===== config.mk =====
export PLATFORM = sky130hd
export DESIGN_NAME = i2c_register_transaction_sequencer_top
export DESIGN_NICKNAME = d
export VERILOG_FILES = /design/src/rtl/i2cseq_pkg.sv /design/src/rtl/i2cseq_fsm.sv /design/src/rtl/i2c_register_transaction_sequencer_top.sv
export SDC_FILE = /design/constraint.sdc
export NUM_CORES = 1
export LEC_CHECK = 0
export BUFFER_PORTS_ARGS = -buffer_cell sky130_fd_sc_hd__clkbuf_2
export CAP_MARGIN = 15
export CORE_MARGIN = 1
export CORE_UTILIZATION = 60
export DETAILED_ROUTE_END_ITERATION = 16
export GPL_TIMING_DRIVEN = 1
export PLACE_DENSITY = 0.95
export SYNTH_ARGS = -nofsm -noshare
export SYNTH_HDL_FRONTEND = slang
export SYNTH_SLANG_ARGS = --single-unit

===== constraint.sdc =====
create_clock -name clk -period 10.1 [get_ports clk]
set_input_delay 2.02 -clock clk [delete_from_list [all_inputs] [get_ports clk]]
set_output_delay 2.02 -clock clk [all_outputs]
set_load 0.005 [all_outputs]

===== src/rtl/i2cseq_pkg.sv =====
// Package for the I2C register transaction sequencer.
// Holds the codes, status constants and item/result structs. No dependencies.
package i2cseq_pkg;

  // Command codes of an input item
  typedef enum logic [1:0] {
    CMD_WRITE = 2'd0,
    CMD_READ  = 2'd1,
    CMD_EVENT = 2'd2
  } cmd_t;

  // Actions handed to the byte-level bus engine
  typedef enum logic [2:0] {
    ACT_START   = 3'd0,
    ACT_SEND    = 3'd1,
    ACT_RD_ACK  = 3'd2,
    ACT_RD_NACK = 3'd3,
    ACT_STOP    = 3'd4,
    ACT_NONE    = 3'd5
  } action_t;

  // Transaction phases
  typedef enum logic [3:0] {
    PH_IDLE   = 4'd0,
    PH_START  = 4'd1,
    PH_SLA_W  = 4'd2,
    PH_REG    = 4'd3,
    PH_WDATA  = 4'd4,
    PH_RSTART = 4'd5,
    PH_SLA_R  = 4'd6,
    PH_RDATA  = 4'd7,
    PH_STOP   = 4'd8
  } phase_t;

  // Expected engine status codes (low three bits masked)
  localparam logic [7:0] STATUS_MASK     = 8'hF8;
  localparam logic [7:0] ST_START        = 8'h08;
  localparam logic [7:0] ST_SLA_W_ACK    = 8'h18;
  localparam logic [7:0] ST_DATA_TX_ACK  = 8'h28;
  localparam logic [7:0] ST_RSTART       = 8'h10;
  localparam logic [7:0] ST_SLA_R_ACK    = 8'h40;
  localparam logic [7:0] ST_DATA_RX_ACK  = 8'h50;
  localparam logic [7:0] ST_DATA_RX_NACK = 8'h58;

  typedef struct packed {
    logic [1:0] command;
    logic [6:0] device_address;
    logic [7:0] register_address;
    logic [7:0] write_value;
    logic [7:0] read_count;
    logic [7:0] bus_status;
    logic [7:0] bus_data;
  } item_t;

  typedef struct packed {
    action_t    action;
    logic [7:0] bus_byte;
    logic [7:0] read_value;
    logic       read_valid;
    logic       last_byte;
    logic       done_res;
    logic       success;
  } result_t;

endpackage


===== src/rtl/i2cseq_fsm.sv =====
// Transaction state machine: phase and saved request state, plus the
// per-item result logic. Depends on i2cseq_pkg.
module i2cseq_fsm (
  input  logic                clk,
  input  logic                rst,
  input  logic                fire,
  input  i2cseq_pkg::item_t   item,
  output i2cseq_pkg::result_t res
);

  i2cseq_pkg::phase_t phase, phase_next;
  logic       is_read, is_read_next;
  logic [6:0] saved_device, saved_device_next;
  logic [7:0] saved_register, saved_register_next;
  logic [7:0] saved_value, saved_value_next;
  logic [7:0] bytes_left, bytes_left_next;
  logic       pending_success, pending_success_next;

  logic [7:0] st;
  logic       busy;
  logic       bad_request;
  logic       many_left;

  assign st          = item.bus_status & i2cseq_pkg::STATUS_MASK;
  assign busy        = (phase != i2cseq_pkg::PH_IDLE);
  assign bad_request = busy || ((item.command == i2cseq_pkg::CMD_READ) &&
                                (item.read_count == 8'd0));
  assign many_left   = (bytes_left > 8'd1);

  // Next-state logic
  always_comb begin
    phase_next           = phase;
    is_read_next         = is_read;
    saved_device_next    = saved_device;
    saved_register_next  = saved_register;
    saved_value_next     = saved_value;
    bytes_left_next      = bytes_left;
    pending_success_next = pending_success;
    case (item.command)
      i2cseq_pkg::CMD_WRITE, i2cseq_pkg::CMD_READ: begin
        if (!bad_request) begin
          is_read_next         = item.command[0];
          saved_device_next    = item.device_address;
          saved_register_next  = item.register_address;
          saved_value_next     = item.write_value;
          bytes_left_next      = item.command[0] ? item.read_count : 8'd0;
          pending_success_next = 1'b0;
          phase_next           = i2cseq_pkg::PH_START;
        end
      end
      i2cseq_pkg::CMD_EVENT: begin
        case (phase)
          i2cseq_pkg::PH_START: begin
            if (st == i2cseq_pkg::ST_START) begin
              phase_next = i2cseq_pkg::PH_SLA_W;
            end else begin
              phase_next = i2cseq_pkg::PH_STOP;
              pending_success_next = 1'b0;
            end
          end
          i2cseq_pkg::PH_SLA_W: begin
            if (st == i2cseq_pkg::ST_SLA_W_ACK) begin
              phase_next = i2cseq_pkg::PH_REG;
            end else begin
              phase_next = i2cseq_pkg::PH_STOP;
              pending_success_next = 1'b0;
            end
          end
          i2cseq_pkg::PH_REG: begin
            if (st != i2cseq_pkg::ST_DATA_TX_ACK) begin
              phase_next = i2cseq_pkg::PH_STOP;
              pending_success_next = 1'b0;
            end else if (is_read) begin
              phase_next = i2cseq_pkg::PH_RSTART;
            end else begin
              phase_next = i2cseq_pkg::PH_WDATA;
            end
          end
          i2cseq_pkg::PH_WDATA: begin
            phase_next = i2cseq_pkg::PH_STOP;
            pending_success_next = (st == i2cseq_pkg::ST_DATA_TX_ACK);
          end
          i2cseq_pkg::PH_RSTART: begin
            if (st == i2cseq_pkg::ST_RSTART) begin
              phase_next = i2cseq_pkg::PH_SLA_R;
            end else begin
              phase_next = i2cseq_pkg::PH_STOP;
              pending_success_next = 1'b0;
            end
          end
          i2cseq_pkg::PH_SLA_R: begin
            if (st == i2cseq_pkg::ST_SLA_R_ACK) begin
              phase_next = i2cseq_pkg::PH_RDATA;
            end else begin
              phase_next = i2cseq_pkg::PH_STOP;
              pending_success_next = 1'b0;
            end
          end
          i2cseq_pkg::PH_RDATA: begin
            if (many_left) begin
              if (st == i2cseq_pkg::ST_DATA_RX_ACK) begin
                bytes_left_next = bytes_left - 8'd1;
              end else begin
                phase_next = i2cseq_pkg::PH_STOP;
                pending_success_next = 1'b0;
              end
            end else begin
              phase_next = i2cseq_pkg::PH_STOP;
              if (st == i2cseq_pkg::ST_DATA_RX_NACK) begin
                bytes_left_next      = 8'd0;
                pending_success_next = 1'b1;
              end else begin
                pending_success_next = 1'b0;
              end
            end
          end
          i2cseq_pkg::PH_STOP: begin
            pending_success_next = 1'b0;
            phase_next           = i2cseq_pkg::PH_IDLE;
          end
          default: begin
            // idle: events are ignored
          end
        endcase
      end
      default: begin
        // unused command code: ignored
      end
    endcase
  end

  // Result logic
  always_comb begin
    res = '{action: i2cseq_pkg::ACT_NONE, bus_byte: 8'd0, read_value: 8'd0,
            read_valid: 1'b0, last_byte: 1'b0, done_res: 1'b0, success: 1'b0};
    case (item.command)
      i2cseq_pkg::CMD_WRITE, i2cseq_pkg::CMD_READ: begin
        if (bad_request) begin
          res.done_res = 1'b1;
        end else begin
          res.action = i2cseq_pkg::ACT_START;
        end
      end
      i2cseq_pkg::CMD_EVENT: begin
        case (phase)
          i2cseq_pkg::PH_START: begin
            if (st == i2cseq_pkg::ST_START) begin
              res.action   = i2cseq_pkg::ACT_SEND;
              res.bus_byte = {saved_device, 1'b0};
            end else begin
              res.action = i2cseq_pkg::ACT_STOP;
            end
          end
          i2cseq_pkg::PH_SLA_W: begin
            if (st == i2cseq_pkg::ST_SLA_W_ACK) begin
              res.action   = i2cseq_pkg::ACT_SEND;
              res.bus_byte = saved_register;
            end else begin
              res.action = i2cseq_pkg::ACT_STOP;
            end
          end
          i2cseq_pkg::PH_REG: begin
            if (st != i2cseq_pkg::ST_DATA_TX_ACK) begin
              res.action = i2cseq_pkg::ACT_STOP;
            end else if (is_read) begin
              res.action = i2cseq_pkg::ACT_START;
            end else begin
              res.action   = i2cseq_pkg::ACT_SEND;
              res.bus_byte = saved_value;
            end
          end
          i2cseq_pkg::PH_WDATA: begin
            res.action = i2cseq_pkg::ACT_STOP;
          end
          i2cseq_pkg::PH_RSTART: begin
            if (st == i2cseq_pkg::ST_RSTART) begin
              res.action   = i2cseq_pkg::ACT_SEND;
              res.bus_byte = {saved_device, 1'b1};
            end else begin
              res.action = i2cseq_pkg::ACT_STOP;
            end
          end
          i2cseq_pkg::PH_SLA_R: begin
            if (st == i2cseq_pkg::ST_SLA_R_ACK) begin
              res.action = many_left ? i2cseq_pkg::ACT_RD_ACK
                                     : i2cseq_pkg::ACT_RD_NACK;
            end else begin
              res.action = i2cseq_pkg::ACT_STOP;
            end
          end
          i2cseq_pkg::PH_RDATA: begin
            if (many_left) begin
              if (st == i2cseq_pkg::ST_DATA_RX_ACK) begin
                res.read_value = item.bus_data;
                res.read_valid = 1'b1;
                // ack again unless only one byte remains after this one
                res.action = (bytes_left > 8'd2) ? i2cseq_pkg::ACT_RD_ACK
                                                 : i2cseq_pkg::ACT_RD_NACK;
              end else begin
                res.action = i2cseq_pkg::ACT_STOP;
              end
            end else begin
              res.action = i2cseq_pkg::ACT_STOP;
              if (st == i2cseq_pkg::ST_DATA_RX_NACK) begin
                res.read_value = item.bus_data;
                res.read_valid = 1'b1;
                res.last_byte  = 1'b1;
              end
            end
          end
          i2cseq_pkg::PH_STOP: begin
            res.done_res = 1'b1;
            res.success  = pending_success;
          end
          default: begin
          end
        endcase
      end
      default: begin
      end
    endcase
  end

  always_ff @(posedge clk) begin
    if (rst) begin
      phase           <= i2cseq_pkg::PH_IDLE;
      is_read         <= 1'b0;
      saved_device    <= 7'd0;
      saved_register  <= 8'd0;
      saved_value     <= 8'd0;
      bytes_left      <= 8'd0;
      pending_success <= 1'b0;
    end else if (fire) begin
      phase           <= phase_next;
      is_read         <= is_read_next;
      saved_device    <= saved_device_next;
      saved_register  <= saved_register_next;
      saved_value     <= saved_value_next;
      bytes_left      <= bytes_left_next;
      pending_success <= pending_success_next;
    end
  end

endmodule


===== src/rtl/i2c_register_transaction_sequencer_top.sv =====
// I2C register transaction sequencer, top level.
// Input register, state machine (i2cseq_fsm) and result register.
// Depends on i2cseq_pkg and i2cseq_fsm.
//
// Usage:
//   Input channel (in_valid / in_stall) carries one item per handshake:
//   a write request, a read request, or a bus engine status event.
//   Output channel (out_valid / out_stall) returns exactly one result item
//   per input item, in order: the next engine action, a send byte, any
//   received byte, and done/success when a transaction ends.
//   An accepted item waits in the input register, is processed by the state
//   machine and is loaded into the result register, which drives out_valid.
//   Throughput: one item per cycle while the output is not stalled; the phase
//   update for an item is a single compare-and-select step between the two
//   registers, so the next item sees the updated state immediately.
//   Stalls: while out_stall holds a result, the result register keeps it
//   and one more item may sit in the input register; in_stall rises only
//   when both are occupied and the output cannot move.
//   Reset (rst, synchronous): both registers empty, phase idle, saved
//   request state and pending success cleared.
module i2c_register_transaction_sequencer_top (
  input  logic       clk,
  input  logic       rst,
  // input channel
  input  logic       in_valid,
  output logic       in_stall,
  input  logic [1:0] command,
  input  logic [6:0] device_address,
  input  logic [7:0] register_address,
  input  logic [7:0] write_value,
  input  logic [7:0] read_count,
  input  logic [7:0] bus_status,
  input  logic [7:0] bus_data,
  // output channel
  output logic       out_valid,
  input  logic       out_stall,
  output logic [2:0] bus_action,
  output logic [7:0] bus_byte,
  output logic [7:0] read_value,
  output logic       read_valid,
  output logic       last_byte,
  output logic       done_res,
  output logic       success
);

  i2cseq_pkg::item_t   item_reg;
  logic                item_full;
  i2cseq_pkg::result_t res_next;
  i2cseq_pkg::result_t res_reg;
  logic                res_full;

  logic advance;  // result register can take a new result
  logic fire;     // held item is processed this cycle
  logic in_take;

  assign advance  = !res_full || !out_stall;
  assign fire     = item_full && advance;
  assign in_stall = item_full && !advance;
  assign in_take  = in_valid && !in_stall;

  // Input register
  always_ff @(posedge clk) begin
    if (rst) begin
      item_full <= 1'b0;
    end else if (in_take) begin
      item_full <= 1'b1;
    end else if (fire) begin
      item_full <= 1'b0;
    end
  end

  always_ff @(posedge clk) begin
    if (in_take) begin
      item_reg <= '{command: command, device_address: device_address,
                    register_address: register_address,
                    write_value: write_value, read_count: read_count,
                    bus_status: bus_status, bus_data: bus_data};
    end
  end

  i2cseq_fsm u_fsm (
    .clk  (clk),
    .rst  (rst),
    .fire (fire),
    .item (item_reg),
    .res  (res_next)
  );

  // Result register
  always_ff @(posedge clk) begin
    if (rst) begin
      res_full <= 1'b0;
    end else if (fire) begin
      res_full <= 1'b1;
    end else if (!out_stall) begin
      res_full <= 1'b0;
    end
  end

  always_ff @(posedge clk) begin
    if (fire) begin
      res_reg <= res_next;
    end
  end

  assign out_valid  = res_full;
  assign bus_action = res_reg.action;
  assign bus_byte   = res_reg.bus_byte;
  assign read_value = res_reg.read_value;
  assign read_valid = res_reg.read_valid;
  assign last_byte  = res_reg.last_byte;
  assign done_res   = res_reg.done_res;
  assign success    = res_reg.success;

endmodule


# --- Yosys cells after proc, flatten, opt, wreduce, memory -nomap -nowiden ---
# Index checks and enable logic that the tools add are counted.
totals:
  regBits: 111
  latch_bits: 0
  ramBits: 0
  mem_bits_ro: 0
  wordCells: 140
  memories: 0
op_classes:
  add_sub_neg: 1
  multipliers: 0
  n_div: 0
  magnitude_cmp: 2
  n_eq_ne: 30
  n_shift: 0
  mux: 58
  bitwise: 3
  reduce_logical: 23
op_table:
  columns: ["operator", "count"]
  rows:
  - ["$mux 8", 11]
  - ["$mux 4", 8]
  - ["$pmux 4 s8", 1]
  - ["$pmux 8 s4", 1]
  - ["$mux 3", 8]
  - ["$pmux 3 s7", 1]
  - ["$mux 1", 18]
  - ["$mux 9", 2]
  - ["$eq 4x3->1 const B", 4]
  - ["$pmux 8 s2", 1]
  - ["$eq 5x4->1 const B", 3]
  - ["$ne 3x3->1 const B", 5]
  - ["$eq 5x2->1 const B", 2]
  - ["$mux 10", 1]
  - ["$reduce_and 10->1", 1]
  - ["$ne 9x9->1 const B", 1]
  - ["$eq 4x2->1 const B", 2]
  - ["$gt 8x1->1 const B", 1]
  - ["$gt 8x2->1 const B", 1]
  - ["$logic_not 8->1", 1]
  - ["$pmux 1 s8", 1]
  - ["$pmux 4 s2", 1]
  - ["$sub 8x1->8 const B", 1]
  - ["$pmux 3 s2", 1]
  - ["other kinds (27)", 40]

# --- Logic depth before layout (Yosys ltp) ---
logic_depth:
  depth_word: 7
  depth_mapped: 9

# --- By module ---
# From an unflattened synthesis, not the netlist that was laid out.
hier_totals:
  hier_cells: 413
  area_unflattened_um2: 4735.8
modules_own_cells:
  columns: ["mod", "instances", "cells_per_inst", "area_each_um2", "seq_area_each_um2"]
  rows:
  - ["i2cseq_fsm", 1, 331, 2487.4, 740.7]
  - ["i2c_register_transaction_sequencer_top", 1, 82, 2248.4, 2202.1]

# --- Worst setup path after synthesis ---
# Ideal clock, no wire load.
synth_timing:
  path_kind: "input to register"
  startpoint: "in out_stall"
  endpoint: "reg item_reg[0] in the netlist's numbering (enable)"
  arrival_ns: 4.300
  path_slack_ns: 5.345
  path_stages: 2
  path_buffers: 0
  path_cell_list: "and3_1 > nor2b_1"
synth_via:
  elab_chain_cells: 6
synth_rtl:
  columns: ["element", "line", "source"]
  rows:
  - ["start, declared", "i2c_register_transaction_sequencer_top.sv:36", "input logic out_stall,"]
  - ["$logic_not 1->1", null, null]
  - ["$logic_or 1x1->1", "i2c_register_transaction_sequencer_top.sv:56", "assign advance = !res_full || !out_stall;"]
  - ["$logic_not 1->1", "i2c_register_transaction_sequencer_top.sv:58", "assign in_stall = item_full && !advance;"]
  - ["$logic_and 1x1->1", "i2c_register_transaction_sequencer_top.sv:58", null]
  - ["$logic_not 1->1", "i2c_register_transaction_sequencer_top.sv:59", "assign in_take = in_valid && !in_stall;"]
  - ["$logic_and 1x1->1", "i2c_register_transaction_sequencer_top.sv:59", null]
  - ["via in_take", "i2c_register_transaction_sequencer_top.sv:54", "logic in_take;"]
  - ["end signal, assigned", "i2c_register_transaction_sequencer_top.sv:74", "item_reg <= '{command: command, device_address: device_address,"]
  - ["end, declared", "i2c_register_transaction_sequencer_top.sv:46", "i2cseq_pkg::item_t item_reg;"]
# The timed path passes the listed nets, and every way through them passes these cells.
# A chain may end at the register's enable or synchronous reset.

# --- Worst setup path after layout ---
layout_timing:
  startpoint: "in out_stall"
  endpoint: "out in_stall"
layout_via:
  elab_chain_cells: 4
layout_rtl:
  columns: ["element", "line", "source"]
  rows:
  - ["$logic_not 1->1", null, null]
  - ["$logic_or 1x1->1", "i2c_register_transaction_sequencer_top.sv:56", null]
  - ["$logic_not 1->1", "i2c_register_transaction_sequencer_top.sv:58", null]
  - ["$logic_and 1x1->1", "i2c_register_transaction_sequencer_top.sv:58", null]
  - ["end, declared", "i2c_register_transaction_sequencer_top.sv:26", "output logic in_stall,"]
# No other way between the ends.

==> results.yml <==
worst_setup_path:
  max_stage_delay_ps: 250
  crit_start: "out_stall"
  required_ps: 8080
  path_class: "input port to primary output"
  cp_max_fo: 3
  worstSetupStartpointType: "input port"
  slowest_stage: "and3_1"
  path_common_cell: "clkbuf_2"
  crit_chain: "clkbuf_2 -> and3_1 -> clkbuf_2"
  rr_startpoint: "u_fsm.bytes_left[0]$_SDFFE_PP0P_"
  worstPathArrival_ps: 2520
  endpoint_kind: "primary output"
synth:
  netlist_instances: 396
  synth_top_area_cell: "edfxtp_1"
  synth-edff-count: 69
  synthFlopType: "edfxtp_1"
  ys.warnings.count: 0
  ys_seq_elements: 108
  synthArstFlopShare_pct: 0
  ys_seq_area_share_pct: 63.6
  syn_avg_cell_area_sq_um: 11.3
  synth.distinct_cells: 58
  synthesis.nets: 452
  syn_area_sq_mm: 0.00448
  synthMostInstantiatedCell: "edfxtp_1"
  synth.area.top_cells: "edfxtp_1 46%, dfxtp_1 17%, nand2_1 5.4%"
  yosysTopAreaCellShare_pct: 46.2
  synth_commonest_cells: "69 x edfxtp_1, 64 x nand2_1, 39 x dfxtp_1"
cells_and_area:
  seq_area_sq_mm: 0.00285
  num_antenna_cells: 0
  largest_register_ffs: 46
  area_growth_pct: 14.1
  fillers: 511
  design_area_sq_mm: 0.00512
  multi_input_area_sq_mm: 0.00152
  nets: 521
  drive_gt1_share_pct: 21.9
sta:
  slew_headroom_pct: 27.7
  whs_ps: 463
  drv_slew: 0
  timing_worst_slew_pin_value_ps: 1080
  skew_ps: 13.6
  setup_viol: 0
  rsz0062_at_grt: "no"
  period_share_pct: 44.9
  setup_tns_ps: 0
  hold_viol: 0
  max_freq_mhz: 220
  min_period_ps: 4540
route:
  drt_wl_total_microns: 8980
  ant_nets: 0
  wl_per_cell_microns: 15.8
  drt-initial-drc-count: 378
  drtPass1Iterations: 5
  drc: 0
  vias: 3281
  avgViaCountPerCell: 5.77
global_routing:
  antenna_found_initial: 0
  grt_pass1_vias: 2821
  grt_util_all_layers_pct: 23.6
  overflow: 0
  grt_first_pass_wirelength_microns: 13600
  grt_start_max_net_pins: 47
place:
  dpl_cell_area_sq_mm: 0.00491
  place.gp.congestion: 0.862
  port_buffers: 74
  hpwl_microns: 5930
die:
  pin_count: 78
  start_util_pct: 61.8
  core_sq_mm: 0.00725
  die_area_sq_mm: 0.00782
  die_y_microns: 88.5
  die_x_microns: 88.5
  row_count: 31
min_path:
  hp-start: "u_fsm.saved_value[7]$_SDFFE_PP0P_"
  hp-class: "flop to flop"
clock_network:
  clk_path_buf_depth: 2
  numCtsBuffers: 9
  path_clk_slew_ps: 90
  cts_hold_buffers: 0
  root_buffer: "clkbuf_8"
  worstSkewPairLatency_ps: 380
  htree_num_levels: 3
  cts_setup_buffers: 0
  clock_sinks: 108
  cts_resized: 0
  cts_tree: "yes"
power_and_ir_drop:
  p_per_area_mw_per_mm2: 159
  ir_drop_v: 0.000130
  leakage_uw: 0.00184
outcome:
  run_status: "finished, final reports clean"
job:
  cap_viol_max_count: 0
[layout make-up]
class	count	area share [%]
flip-flops and latches	108	55.7
clock buffers	10	2.49
well taps	99	2.42
inverters	8	0.587
multi-input cells	261	29.6
clock inverters	6	1.20
repair buffers	77	7.92
[per-layer routing]
metal	up-vias	global-route usage [%]	routed length, microns
met2	161	37.0	4410
met3	18	4.48	665
li1	1601	-	-
met1	1501	32.3	3720
met4	0	10.3	184
met5	-	0	0
[worst paths after layout]
kind | endpoint | slack [ps] | cells after the start
setup / recovery | in_stall | 5560 | 3
hold / removal | u_fsm.saved_value[7]$_SDFFE_PP0P_ | 460 | 2
setup reg to reg | bus_action[1]$_DFFE_PP_ | 7110 | 7
hold reg to reg | u_fsm.saved_value[7]$_SDFFE_PP0P_ | 460 | 2
[logic make-up (layout without fill, tap and decap cells)]
kind of cell | after synthesis | after routing | synth area share [%]
buf+inv | 27 | 101 | 2.73
simple gates | 161 | 161 | 17.1
compound gates | 89 | 89 | 14.0
mux | 3 | 3 | 0.698
flops | 108 | 108 | 63.6
fa+ha+maj | 3 | 3 | 0.837
xor+xnor | 5 | 5 | 0.977
[worst max-delay path, delay by kind of cell]
| kind | cells | cell delay (ps) |
|---|---|---|
| buffers and inverters | 2 | 250 |
| and+or+nand+nor | 1 | 250 |
[placed cells by master, fill, tap and decap left out, types with 4 or more instances in the layout]
cell type / netlist / layout
a21oi_1: 33 / 33
clkbuf_2: 0 / 74
nor3_1: 7 / 7
o21ai_0: 5 / 5
inv_1: 8 / 8
nor2_1: 37 / 37
nor2b_1: 9 / 8
dfxtp_1: 39 / 39
and2_1: 9 / 9
edfxtp_1: 69 / 69
nand2b_1: 4 / 4
nand3_1: 4 / 4
a211oi_1: 7 / 7
a222oi_1: 7 / 7
nand2_1: 64 / 64
clkbuf_8: 0 / 9
nor4_1: 7 / 7
a22oi_1: 7 / 7
[through the flow]
step	cells	setup WS, ps	power [uW]	utilization [%]
2_1_floorplan	396	5340	551	-
3_3_place_gp	552	5600	571	67.7
3_5_place_dp	552	5560	575	67.7
4_1_cts	568	5560	814	70.3
5_1_grt	569	5530	838	70.6
6_report	569	5560	814	70.6
[power breakdown]
part	switching, uW	total, uW	leakage (uW)	internal [uW]
Clock	152	247	0.0000913	94.7
Combinational	38.2	64.8	0.000763	26.6
Sequential	11.7	502	0.000985	491
Note: power is estimated with default switching activity, not from simulation.
